$ cat src/hw/rtl/log_ring_with_crlf_tx_top_macros.svh
// Assertion macros used by the log ring datapath.
// Each macro expects clk and rst_n in scope at the point of use.
`ifndef LOG_RING_WITH_CRLF_TX_TOP_MACROS_SVH
`define LOG_RING_WITH_CRLF_TX_TOP_MACROS_SVH

// Same-cycle implication, disabled in reset.
`define LRCT_ASSERT_IMP(lbl, ante, cons, msg) \
    lbl: assert property (@(posedge clk) disable iff (!rst_n) (ante) |-> (cons)) \
        else $error(msg);

// Next-cycle implication, disabled in reset.
`define LRCT_ASSERT_NXT(lbl, ante, cons, msg) \
    lbl: assert property (@(posedge clk) disable iff (!rst_n) (ante) |=> (cons)) \
        else $error(msg);

`endif

$ cat src/hw/rtl/lrct_pkg.sv
// Shared types and constants for the log ring with CR/LF transmit.
// No dependencies.
`timescale 1ns / 1ps
`default_nettype none

package lrct_pkg;

    localparam int READ_W = 7;

    localparam logic [7:0] CH_LF = 8'h0A;
    localparam logic [7:0] CH_CR = 8'h0D;

    localparam logic OP_WRITE = 1'b0;
    localparam logic OP_READ  = 1'b1;

    localparam logic [1:0] KIND_TX    = 2'd0;
    localparam logic [1:0] KIND_LOG   = 2'd1;
    localparam logic [1:0] KIND_EMPTY = 2'd2;

    typedef struct packed {
        logic              operation;
        logic [7:0]        char_in;
        logic [READ_W-1:0] read_limit;
    } cmd_item_t;

    typedef struct packed {
        logic [1:0]        kind;
        logic [7:0]        data_byte;
        logic [READ_W-1:0] read_count;
        logic              last;
    } result_t;

    typedef enum logic [1:0] {
        ST_IDLE,
        ST_WR_CHAR,
        ST_RD_RUN
    } ctl_state_t;

    typedef struct packed {
        logic load_read;
        logic load_char;
        logic emit_cr;
        logic emit_in;
        logic emit_held;
        logic read_step;
        logic emit_empty;
    } dp_cmd_t;

    typedef struct packed {
        logic port_en;
        logic in_is_lf;
        logic remain_zero;
        logic remain_last;
    } dp_sts_t;

endpackage

`default_nettype wire

$ cat src/hw/rtl/lrct_ctrl.sv
// Controller state machine for the log ring block.
// Depends on lrct_pkg; drives datapath commands from datapath status.
`timescale 1ns / 1ps
`default_nettype none

module lrct_ctrl (
    input  wire logic             clk,
    input  wire logic             rst_n,
    input  wire logic             start,
    input  wire logic             operation,
    input  wire lrct_pkg::dp_sts_t sts,
    output logic                  busy,
    output lrct_pkg::dp_cmd_t     cmd
);
    import lrct_pkg::*;

    ctl_state_t state_reg;
    ctl_state_t state_next;

    always_ff @(posedge clk or negedge rst_n)
    begin
        if (!rst_n)
        begin
            state_reg <= ST_IDLE;
        end
        else
        begin
            state_reg <= state_next;
        end
    end

    always_comb
    begin
        state_next = state_reg;
        case (state_reg)
            ST_IDLE:
            begin
                if (start)
                begin
                    if (operation == OP_READ)
                    begin
                        state_next = ST_RD_RUN;
                    end
                    else if (sts.port_en && sts.in_is_lf)
                    begin
                        state_next = ST_WR_CHAR;
                    end
                end
            end
            ST_WR_CHAR:
            begin
                state_next = ST_IDLE;
            end
            ST_RD_RUN:
            begin
                if (sts.remain_zero || sts.remain_last)
                begin
                    state_next = ST_IDLE;
                end
            end
            default:
            begin
                state_next = ST_IDLE;
            end
        endcase
    end

    always_comb
    begin
        cmd  = '0;
        busy = (state_reg != ST_IDLE);
        case (state_reg)
            ST_IDLE:
            begin
                if (start)
                begin
                    if (operation == OP_READ)
                    begin
                        cmd.load_read = 1'b1;
                    end
                    else if (sts.port_en)
                    begin
                        if (sts.in_is_lf)
                        begin
                            cmd.emit_cr   = 1'b1;
                            cmd.load_char = 1'b1;
                        end
                        else
                        begin
                            cmd.emit_in = 1'b1;
                        end
                    end
                end
            end
            ST_WR_CHAR:
            begin
                cmd.emit_held = 1'b1;
            end
            ST_RD_RUN:
            begin
                if (sts.remain_zero)
                begin
                    cmd.emit_empty = 1'b1;
                end
                else
                begin
                    cmd.read_step = 1'b1;
                end
            end
            default:
            begin
                cmd = '0;
            end
        endcase
    end

endmodule

`default_nettype wire

$ cat config.mk
export PLATFORM = sky130hd
export DESIGN_NAME = lrct_ctrl
export DESIGN_NICKNAME = d
export VERILOG_FILES = /design/src/hw/rtl/log_ring_with_crlf_tx_top_macros.svh /design/src/hw/rtl/lrct_pkg.sv /design/src/hw/rtl/lrct_ctrl.sv
export SDC_FILE = /design/constraint.sdc
export NUM_CORES = 1
export LEC_CHECK = 0
export BUFFER_PORTS_ARGS = -buffer_cell sky130_fd_sc_hd__clkbuf_2
export CAP_MARGIN = 30
export CORE_AREA = 3 3 40 42
export DETAILED_ROUTE_END_ITERATION = 16
export DIE_AREA = 0 0 43 45
export SETUP_SLACK_MARGIN = 0.2
export SLEW_MARGIN = 20
export SYNTH_ARGS = -nofsm -noshare
export SYNTH_HDL_FRONTEND = slang
export SYNTH_SLANG_ARGS = --single-unit
$ cat constraint.sdc
create_clock -name clk -period 2 [get_ports clk]
set_input_delay 0.2 -clock clk [delete_from_list [all_inputs] [get_ports clk]]
set_output_delay 0.2 -clock clk [all_outputs]
set_load 0.05 [all_outputs]
---- Word level (Yosys, flattened, before mapping) ----
Cells that the tools add are included.
cells by class
  eq/ne operators ......................... 5
  multiplexer cells ....................... 16
  reductions and logical operators ........ 5
operators with widths
  cell                  number
  $mux W2               6
  $mux W4               2
  $mux W3               2
  $mux W1               5
  $ne A2 B2 Y1 const B  2
  $pmux W2 S2           1
  $ne A3 B3 Y1 const B  1
  $reduce_and A3 Y1     1
  $eq A2 B1 Y1 const B  1
  $eq A2 B2 Y1 const B  1
  $logic_not A2 Y1      1
  $reduce_bool A2 Y1    1
  $logic_and A1 B1 Y1   1
  $logic_or A1 B1 Y1    1
storage, ports and cells
  register bits after elaboration ......... 2
  logic and storage cells ................. 27
  output and inout bits ................... 8

---- Longest topological paths before layout ----
Gate-level depths: netlist of the first run.
  depth after elaboration ................. 5
  gate-level depth with buffers ........... 3
  mapped depth without buffers ............ 2

---- Worst setup path before layout of the first run ----
Ideal clock, no wire load.
  path type ............................... reg2out
  start point ............................. reg state_reg[0]
  end point ............................... out cmd[5] (netlist bit)
  stages on the path, launching flop included .. 4
  setup slack ............................. -534 ps
  required time ........................... 1,800 ps
  data arrival time ....................... 2,334 ps
  cells stage by stage .................... dfrtp_1 > or3b_4 > nor3_1 > buf_4
RTL lines
  element                 line             text
  start, declared         lrct_ctrl.sv:17  ctl_state_t state_reg;
  start signal, assigned  lrct_ctrl.sv:28  state_reg <= state_next;
  end, declared           lrct_ctrl.sv:13  output lrct_pkg::dp_cmd_t cmd

==> impl_metrics.csv, run 1 <==
group,metric,value,unit
detailed_routing,ant_nets,0,
yosys,synth_area_per_cell,9.93,sq um
global_route,grt_pass1_vias,194,
job,cap_viol_max_count,0,
detailed_routing,dr.pass1.iters,3,
yosys,syn_nets,24,
detailed_routing,vias_per_cell,3.78,
detailed_routing,vias,185,
timing,fin_skew,7.18,ps
timing,timing.fmax,573,MHz
yosys,synth_edf_count,0,
layout,drive_gt1_share,67.6,%
clock_tree,cts_buffers,3,
clock_tree,clock_latency,230,ps
worst_setup_path,arrival,1550,ps
yosys,syn-cell-area,159,sq um
global_route,grtUsageTotal,6.50,%
place,gp_congestion,0.563,
worst_setup_path,endpoint_kind,"output port",
clock_tree,cts.reportedPaths.clkPinSlew,30,ps
timing,finalCritPeriodShare,87.3,%
layout,fill_cells,150,
timing,slew_headroom,81.6,%
yosys,async_reset_ff_share,100,%
timing,setup_viol,0,
die,fp.dieW,43,um
worst_setup_path,crit_path_start_kind,"register",
worst_setup_path,cp_data_required_time,1800,ps
worst_setup_path,cpLargestDelayFamily,"simple AND/OR/NAND/NOR gates",
clock_tree,cts-htree-levels,1,
place,portBuffers,15,
die,coreArea,1280,sq um
place,post-dp-hpwl,389,um
layout,syn2layout_area_growth,86.6,%
yosys,synth_top_area_share,31.5,%
layout,largest_reg_flops,2,
yosys,ys_ff_latch,2,
timing,worstMarginPinSlew,278,ps
timing,whs,256,ps
clock_tree,cts_sinks,2,
detailed_routing,drt_iter0_drc,3,
die,num_rows,13,
clock_tree,clockBufferDepth,2,
yosys,yosysTopAreaCell,"dfrtp_1",
die,die-height,45,um
yosys,synth-seq-area-share,31.5,%
layout,nNetsFinal,44,
yosys,synth.top_cells.by_count,"dfrtp_1 (2), nand2_1 (2), nor3_1 (2)",
global_route,grt_pass1_wl,807,um
worst_setup_path,critPathMaxFanout,6,
die,ios,16,
clock_tree,postCtsSetupRepairBufs,0,
yosys,synth_flop_cell,"dfrtp_1",
yosys,synth_cell_type_count,13,
worst_hold_path,hp-class,"input pin to register",
run_status,status,"finished, final reports clean",
power,vdd_drop_max,128,uV
power,power-per-cell-area,685,nW/um^2
detailed_routing,drc,0,
detailed_routing,wl,487,um
clock_tree,cts_tree,"yes",
timing,min_period,1750,ps
timing,rsz0062_at_grt,"yes",
worst_setup_path,slowest_delay,450,ps
timing,report.final.slew_viol_count,0,
global_route,antenna_found_initial,0,
clock_tree,root_buffer,"clkbuf_4",
detailed_routing,wl_per_cell,9.94,um
yosys,syn_inst,16,
die,dieArea,1940,sq um
power,p_leak,0.000155,uW
timing,hold_viol,0,
die,start_util,12.4,%
worst_setup_path,path_class,"register to output port",
global_route,grt_max_degree,7,
global_route,overflow,0,
worst_setup_path,cp.buffers_inverters,1,
timing,fin_setup_tns,0,ps
worst_setup_path,cp_cell_sequence,"or3b_4, nor3_4, clkbuf_4",
yosys,yosys-top-cells-area,"dfrtp_1 (31%), nor4b_4 (15%), or3b_4 (7.1%), and3b_2 (6.3%), nor3_1 (6.3%)",
layout,n_antenna_cell,0,
yosys,ys_warn_count,0,
worst_setup_path,crit_slowest_cell,"or3b_4",
==> worst register-to-register path, cell delays in order, from the launching register on <==
cell and delay [ps]:
dfrtp_1 400, or3b_4 450, nor3_1 180
==> repair_timing <==
action                                 in CTS  in global routing
setup endpoints to repair                   1                  3
hold buffers                                1                  0
endpoints found under the hold margin       2                  0
resized for setup                           1                  5
==> routing by layer <==
| layer | track usage, % | vias to the layer above | share of wire [%] |
|---|---|---|---|
| li1 | - | 95 | - |
| met1 | 6.28 | 78 | 39 |
| met2 | 8.08 | 10 | 46 |
| met3 | 3.98 | 2 | 12 |
| met4 | 9.04 | 0 | 2.9 |
| met5 | 0 | - | 0 |
==> power by group <==
| part | total [uW] | switching, uW | internal (uW) | leakage [uW] |
|---|---|---|---|---|
| logic | 65.8 | 44.2 | 21.6 | 0.000115 |
| registers | 45.7 | 2.67 | 43.0 | 0.0000268 |
| clock network | 91.5 | 25.1 | 66.4 | 0.0000138 |
| total | 203 | 72.0 | 131 | 0.000155 |
==> per-stage QoR <==
stage,util (%),setup WS (ps),total power [uW],instances,instance area (sq um)
6_report,23.1,253,203,49,297
5_1_grt,23.1,194,213,49,297
4_1_cts,22.7,202,206,49,292
3_5_place_dp,20.0,436,110,45,256
3_3_place_gp,20.0,441,110,45,256
2_1_floorplan,-,217,91.6,16,174
==> path summary, 6_finish.rpt <==
| kind | startpoint | end | slack (ps) | cells after the start |
|---|---|---|---|---|
| setup / recovery | state_reg[0] | cmd[4] | 250 | 3 |
| hold / removal | operation | state_reg[0] | 260 | 2 |
| setup reg to reg | state_reg[0] | state_reg[0] | 880 | 2 |
| hold reg to reg | state_reg[0] | state_reg[1] | 650 | 2 |
| max in group asynchronous | rst_n | state_reg[1] | 1600 | 2 |
| min in group asynchronous | rst_n | state_reg[0] | 290 | 2 |
==> cell usage in the layout (no fill, tap or decap) <==
cell type / netlist / layout
and3b_2: 1 / 1
buf_4: 1 / 1
clkbuf_2: 0 / 12
clkbuf_4: 0 / 5
dfrtp_1: 2 / 2
dlygate4sd3_1: 0 / 1
nand2_1: 2 / 2
nor2_1: 1 / 1
nor2b_1: 1 / 1
nor3_1: 2 / 1
nor3_4: 0 / 1
nor3b_1: 1 / 1
nor4b_4: 1 / 1
o21ai_0: 1 / 1
or2_2: 1 / 1
or3b_4: 1 / 1
or4b_1: 1 / 1
==> layout make-up <==
class,count,area [sq um],area share [%]
Timing Repair Buffer,16,92.6,31.2
Sequential cell,2,50.0,16.9
Multi-Input combinational cell,13,113,38.0
Tap cell,15,18.8,6.33
Clock buffer,3,22.5,7.59
==> cell families (layout without fill, tap and decap cells) <==
kind of cell | count (synthesis) | in the layout | share of synthesized area [%]
AND/OR/NAND/NOR | 12 | 12 | 60.6
flip-flops | 2 | 2 | 31.5
AO/OA/AOI/OAI | 1 | 1 | 3.15
buffers and inverters | 1 | 19 | 4.73
No activity file was read; power rests on OpenSTA's default activity.
==> run 2, diff against run 1 <==
--- a/config.mk
+++ b/config.mk
@@ -5,11 +5,12 @@
 export SDC_FILE = /design/constraint.sdc
 export NUM_CORES = 1
 export LEC_CHECK = 0
+export ABC_AREA = 1
 export BUFFER_PORTS_ARGS = -buffer_cell sky130_fd_sc_hd__clkbuf_2
 export CAP_MARGIN = 30
-export CORE_AREA = 3 3 40 42
+export CORE_AREA = 2 2 39 41
 export DETAILED_ROUTE_END_ITERATION = 16
-export DIE_AREA = 0 0 43 45
+export DIE_AREA = 0 0 41 43
 export SETUP_SLACK_MARGIN = 0.2
 export SLEW_MARGIN = 20
 export SYNTH_ARGS = -nofsm -noshare
==> run 2 against run 1 <==
Effect of this change: utilization shrank 3.8 points; sequential cell count unchanged; clock skew fell by 6.2 ps; final cell count up 16%; register-to-register slack improved by 320 ps; hold slack worse by 13 ps; critical path type unchanged; synthesized cell count is 44% higher.
==> impl_metrics.csv, run 2 <==
group,metric,value,unit
run_status,status,"finished, final reports clean",
detailed_routing,dr.pass1.iters,4,
die,num_rows,14,
worst_hold_path,holdPathStages,3,
layout,largest_reg_flops,2,
detailed_routing,drc,0,
timing,finalCritPeriodShare,71.6,%
yosys,ys_ff_latch,2,
power,p_leak,0.000170,uW
clock_tree,postCtsSetupRepairBufs,0,
layout,nNetsFinal,51,
detailed_routing,wl,388,um
global_route,grt_pass1_vias,196,
timing,worstMarginPinSlew,280,ps
worst_setup_path,rr_worst_depth,3,
worst_setup_path,reg2reg_slack,1200,ps
clock_tree,cts-htree-levels,1,
place,portBuffers,15,
place,post-place-ws,773,ps
worst_setup_path,arrival,1230,ps
timing,rsz0062_at_grt,"no",
yosys,yosysTopAreaCell,"dfrtp_1",
yosys,async_reset_ff_share,100,%
place,gp_congestion,0.586,
clock_tree,cts_buffers,3,
layout,drive_gt1_share,51.2,%
clock_tree,root_buffer,"clkbuf_4",
layout,layout_common_cells,"clkbuf_2 (15), nor2_1 (6), inv_1 (4)",
clock_tree,clock_latency,220,ps
worst_setup_path,critPathMaxFanout,4,
yosys,syn_nets,31,
worst_setup_path,endpoint_kind,"output port",
worst_setup_path,r2r_start,"state_reg[1]",
place,post-dp-hpwl,356,um
layout,final_common_cell,"clkbuf_2",
yosys,synth_top_area_share,34.8,%
yosys,ys_warn_count,0,
global_route,antenna_found_initial,0,
timing,timing.fmax,698,MHz
worst_hold_path,hp-class,"input pin to register",
worst_hold_path,hold_path.startpoint,"operation",
yosys,synth-seq-area-share,34.8,%
worst_setup_path,path_class,"register to output port",
die,dieArea,1760,sq um
clock_tree,cts.reportedPaths.clkPinSlew,30,ps
die,fp.dieW,41,um
detailed_routing,wl_per_cell,6.81,um
job,cap_viol_max_count,0,
timing,fin_ws,568,ps
yosys,syn-cell-area,144,sq um
yosys,synth.top_cells.by_count,"nor2_1 (7), inv_1 (4), nand2_1 (3)",
yosys,synth_flop_cell,"dfrtp_1",
worst_setup_path,rr_endpoint,"state_reg[0]",
worst_hold_path,min_to,"state_reg[1]",
yosys,synth_area_per_cell,6.26,sq um
yosys,synth_most_common_cell,"nor2_1",
layout,syn2layout_area_growth,85.2,%
detailed_routing,vias_per_cell,3.47,
die,start_util,10.4,%
clock_tree,cts_tree,"yes",
worst_setup_path,crit_path_start_kind,"register",
timing,min_period,1430,ps
timing,hold_viol,0,
global_route,overflow,0,
worst_setup_path,cp_data_required_time,1800,ps
power,power-per-cell-area,718,nW/um^2
yosys,syn_inst,23,
detailed_routing,drt_iter0_drc,6,
timing,fin_skew,1.02,ps
global_route,grt_pass1_wl,690,um
detailed_routing,vias,198,
yosys,yosys-top-cells-area,"dfrtp_1 (35%), nor2_1 (18%), inv_1 (10%), nand2_1 (7.8%), nand3_1 (7.0%)",
power,vdd_drop_max,220,uV
die,coreArea,1380,sq um
global_route,grtUsageTotal,6.01,%
die,ios,16,
yosys,synth_cell_type_count,10,
yosys,synth_edf_count,0,
global_route,grt_max_degree,5,
timing,fin_setup_tns,0,ps
clock_tree,cts_sinks,2,
clock_tree,clockBufferDepth,2,
clock_tree,post_cts_resized,0,
detailed_routing,ant_nets,0,
timing,slew_headroom,81.4,%
die,die-height,43,um
timing,setup_viol,0,
timing,report.final.slew_viol_count,0,
layout,n_antenna_cell,0,
run 2: logic make-up after synthesis:
| kind of cell | count (synthesis) | share of synthesized area, % |
|---|---|---|
| buffers and inverters | 6 | 18.3 |
| DFF | 2 | 34.8 |
| and+or+nand+nor | 15 | 47.0 |
run 2: worst max path at each step:
stage,start,endpoint,depth (start not counted)
floorplan,state_reg[1],cmd[5],4
global placement,state_reg[1],cmd[5],4
detailed placement,state_reg[0],cmd[5],4
CTS,state_reg[0],cmd[5],4
global route,state_reg[1],cmd[4],4
finish,state_reg[1],cmd[4],4
run 2: critical path, stage by stage, from the launching register on:
cell and delay [ps]:
dfrtp_1 390, nor2_2 150, inv_2 60, nor2_2 120, clkbuf_2 280
run 2: final cells by class:
type | instances | area (sq um)
flip-flops and latches | 2 | 50.0
clock buffers | 3 | 22.5
repair buffers | 16 | 85.1
inverters | 5 | 18.8
well taps | 16 | 20.0
multi-input cells | 15 | 70.1
fillers | 154 | 1120
run 2: per-layer routing:
metal	GRT usage, %	routed length (um)
met1	6.07	167
met2	9.06	176
met3	3.14	44
met4	4.00	0
met5	0	0
run 2: what timing repair did:
item,in CTS,in global routing
endpoints found under the setup margin,0,0
hold buffers,1,0
hold endpoints to repair,2,0
run 2: where the power goes:
part | internal (uW) | switching, uW
logic | 16.1 | 43.4
clock network | 66.0 | 20.6
registers | 43.1 | 2.17
total | 125 | 66.1
run 2: stage by stage:
step	hold slack (ps)	instance area [sq um]	std cells	util, %	total power (uW)
after floorplan	-95.6	146	23	-	87.1
after global placement	-13.1	234	53	16.9	104
after detailed placement	-11.0	234	53	16.9	104
after CTS	239	267	57	19.3	197
after global routing	257	267	57	19.3	211
final	243	267	57	19.3	191
==> run 3, diff against run 2 <==
==> constraint.sdc (replaced) <==
create_clock -name clk -period 1.45 [get_ports clk]
set_input_delay 0.145 -clock clk [delete_from_list [all_inputs] [get_ports clk]]
set_output_delay 0.145 -clock clk [all_outputs]
set_load 0.05 [all_outputs]
==> run 3 against run 2 <==
Effect of this change: non-clock buffer count grew 2; setup slack got worse by 370 ps; clock power grew 41%; first-iteration DRC count decreased by 67%; final cell count increased by 3.5%; design area is 38% higher.
==> impl_metrics.csv, run 3 (same netlist as run 2, synthesis figures left out) <==
group,metric,value,unit
worst_setup_path,startpoint,"state_reg[0]",
place,portBuffers,15,
detailed_routing,met3_length,51,um
timing,report.final.slew_viol_count,0,
worst_setup_path,cpLargestDelayFamily,"flip-flops",
die,die-height,43,um
place,place_area,246,sq um
die,coreArea,1380,sq um
job,cap_viol_max_count,0,
timing,whs,187,ps
power,power-per-cell-area,808,nW/um^2
power,p_int,194,uW
worst_setup_path,crit_slowest_cell,"dfrtp_1",
power,comb_power_share,37.6,%
layout,layout_common_cells,"clkbuf_2 (7), buf_8 (5), inv_1 (4)",
layout,finish.instance_area,367,sq um
clock_tree,cts_sinks,2,
power,netSwitchingPower,103,uW
detailed_routing,wl,423,um
die,fp.dieW,41,um
worst_setup_path,cp.buffers_inverters,2,
place,post-dp-hpwl,331,um
clock_tree,cts.reportedPaths.clkPinSlew,30,ps
worst_setup_path,path_class,"register to output port",
layout,n_antenna_cell,0,
worst_setup_path,slowest_delay,390,ps
layout,syn2layout_area_growth,155,%
timing,fin_skew,0.376,ps
layout,stdcell_count,59,
worst_setup_path,cp_data_required_time,1310,ps
timing,timing.fmax,798,MHz
global_route,grt_max_degree,4,
timing,finalCritPeriodShare,86.5,%
layout,drive_gt1_share,62.8,%
power,p_leak,0.000198,uW
worst_hold_path,hp-class,"input pin to register",
detailed_routing,ant_nets,0,
power,sw_frac_of_total,34.7,%
power,seq_power_share,21.3,%
clock_tree,clockBufferDepth,2,
die,ios,16,
global_route,grt_pass1_vias,196,
timing,worstMarginPinSlew,250,ps
die,start_util,10.4,%
global_route,grt_pass1_wl,703,um
layout,fill_cells,143,
timing,setup_viol,0,
worst_setup_path,critPathMaxFanout,3,
die,num_rows,14,
place,gp_congestion,0.635,
power,vdd_drop_max,248,uV
die,dieArea,1760,sq um
global_route,antenna_found_initial,0,
run_status,status,"finished, final reports clean",
detailed_routing,dr.pass1.iters,2,
layout,nNetsFinal,53,
timing,min_period,1250,ps
timing,slew_headroom,83.5,%
clock_tree,root_buffer,"clkbuf_4",
detailed_routing,highest_layer,"met3",
global_route,grtUsageTotal,6.72,%
power,clkPwrFrac,41.1,%
global_route,overflow,0,
place,dp.cells,53,
worst_setup_path,endpoint_kind,"output port",
detailed_routing,wl_per_cell,7.17,um
detailed_routing,drt_iter0_drc,2,
layout,fin_util,26.5,%
detailed_routing,wl_met2,179,um
layout,largest_reg_flops,2,
worst_setup_path,r2r_start,"state_reg[0]",
detailed_routing,vias,207,
layout,final_common_cell,"clkbuf_2",
worst_hold_path,hold_path.startpoint,"sts[0]",
clock_tree,cts_tree,"yes",
worst_setup_path,cp_cell_sequence,"nor2_4, inv_2, nor2_4, buf_8",
timing,rsz0062_at_grt,"yes",
clock_tree,cts_buffers,3,
detailed_routing,wl_met1,193,um
worst_setup_path,crit_path_start_kind,"register",
timing,hold_viol,0,
detailed_routing,vias_per_cell,3.51,
worst_setup_path,crit_top_cell,"nor2_4",
worst_setup_path,arrival,1110,ps
detailed_routing,drc,0,
timing,fin_setup_tns,0,ps
clock_tree,clock_latency,220,ps
clock_tree,cts-htree-levels,1,
run 3: changes by cell type in the layout (fill, tap and decap cells not counted), sizes merged:
cell    previous run  this run
clkbuf            18        10
buf                0        10
run 3: area by class of cell:
type                    instances  area [sq um]  area share, %
multi-input cells              15          92.6           25.3
clock buffers                   3          22.5           6.14
repair buffers                 18           163           44.4
well taps                      16          20.0           5.46
inverters                       5          18.8           5.12
flip-flops and latches          2          50.0           13.7
run 3: path summary, 6_finish.rpt:
path | to | slack, ps | cells past startpoint
max | cmd[4] | 200 | 4
min | state_reg[1] | 190 | 4
max reg2reg | state_reg[1] | 590 | 4
min reg2reg | state_reg[0] | 610 | 3
max in group asynchronous | state_reg[1] | 1090 | 2
min in group asynchronous | state_reg[0] | 260 | 2
run 3: per-layer routing:
| layer | track usage (%) | up-vias |
|---|---|---|
| met5 | 0 | - |
| met4 | 8.00 | 0 |
| met3 | 5.24 | 0 |
| met2 | 7.81 | 13 |
| met1 | 6.41 | 85 |
| li1 | - | 109 |
run 3: metrics by stage:
step                      power (uW)  setup WS (ps)
after floorplan                  124           65.3
after global routing             324            133
final                            296            196
after CTS                        295            143
after global placement           147            317
after detailed placement         148            310
run 3: power groups by stage:
stage                     Combinational, uW  Sequential, uW  Clock [uW]
final                                   112            63.1         122
after global routing                    119            63.3         142
after CTS                               104            62.1         129
after detailed placement               85.0            63.1           0
after global placement                 84.5            62.8           0
after floorplan                        61.6            62.6           0
run 3: tightest hold or removal path, cell delays in order:
cell and delay [ps]:
clkbuf_2 70, nor2_1 40, nand3_1 60, nand2_1 50
run 3: repair_timing:
action	in CTS	in global routing
buffers inserted	2	0
hold buffers	1	0
endpoints found under the hold margin	2	0
setup endpoints to repair	6	8
resized for setup	11	14
pin swaps	4	2
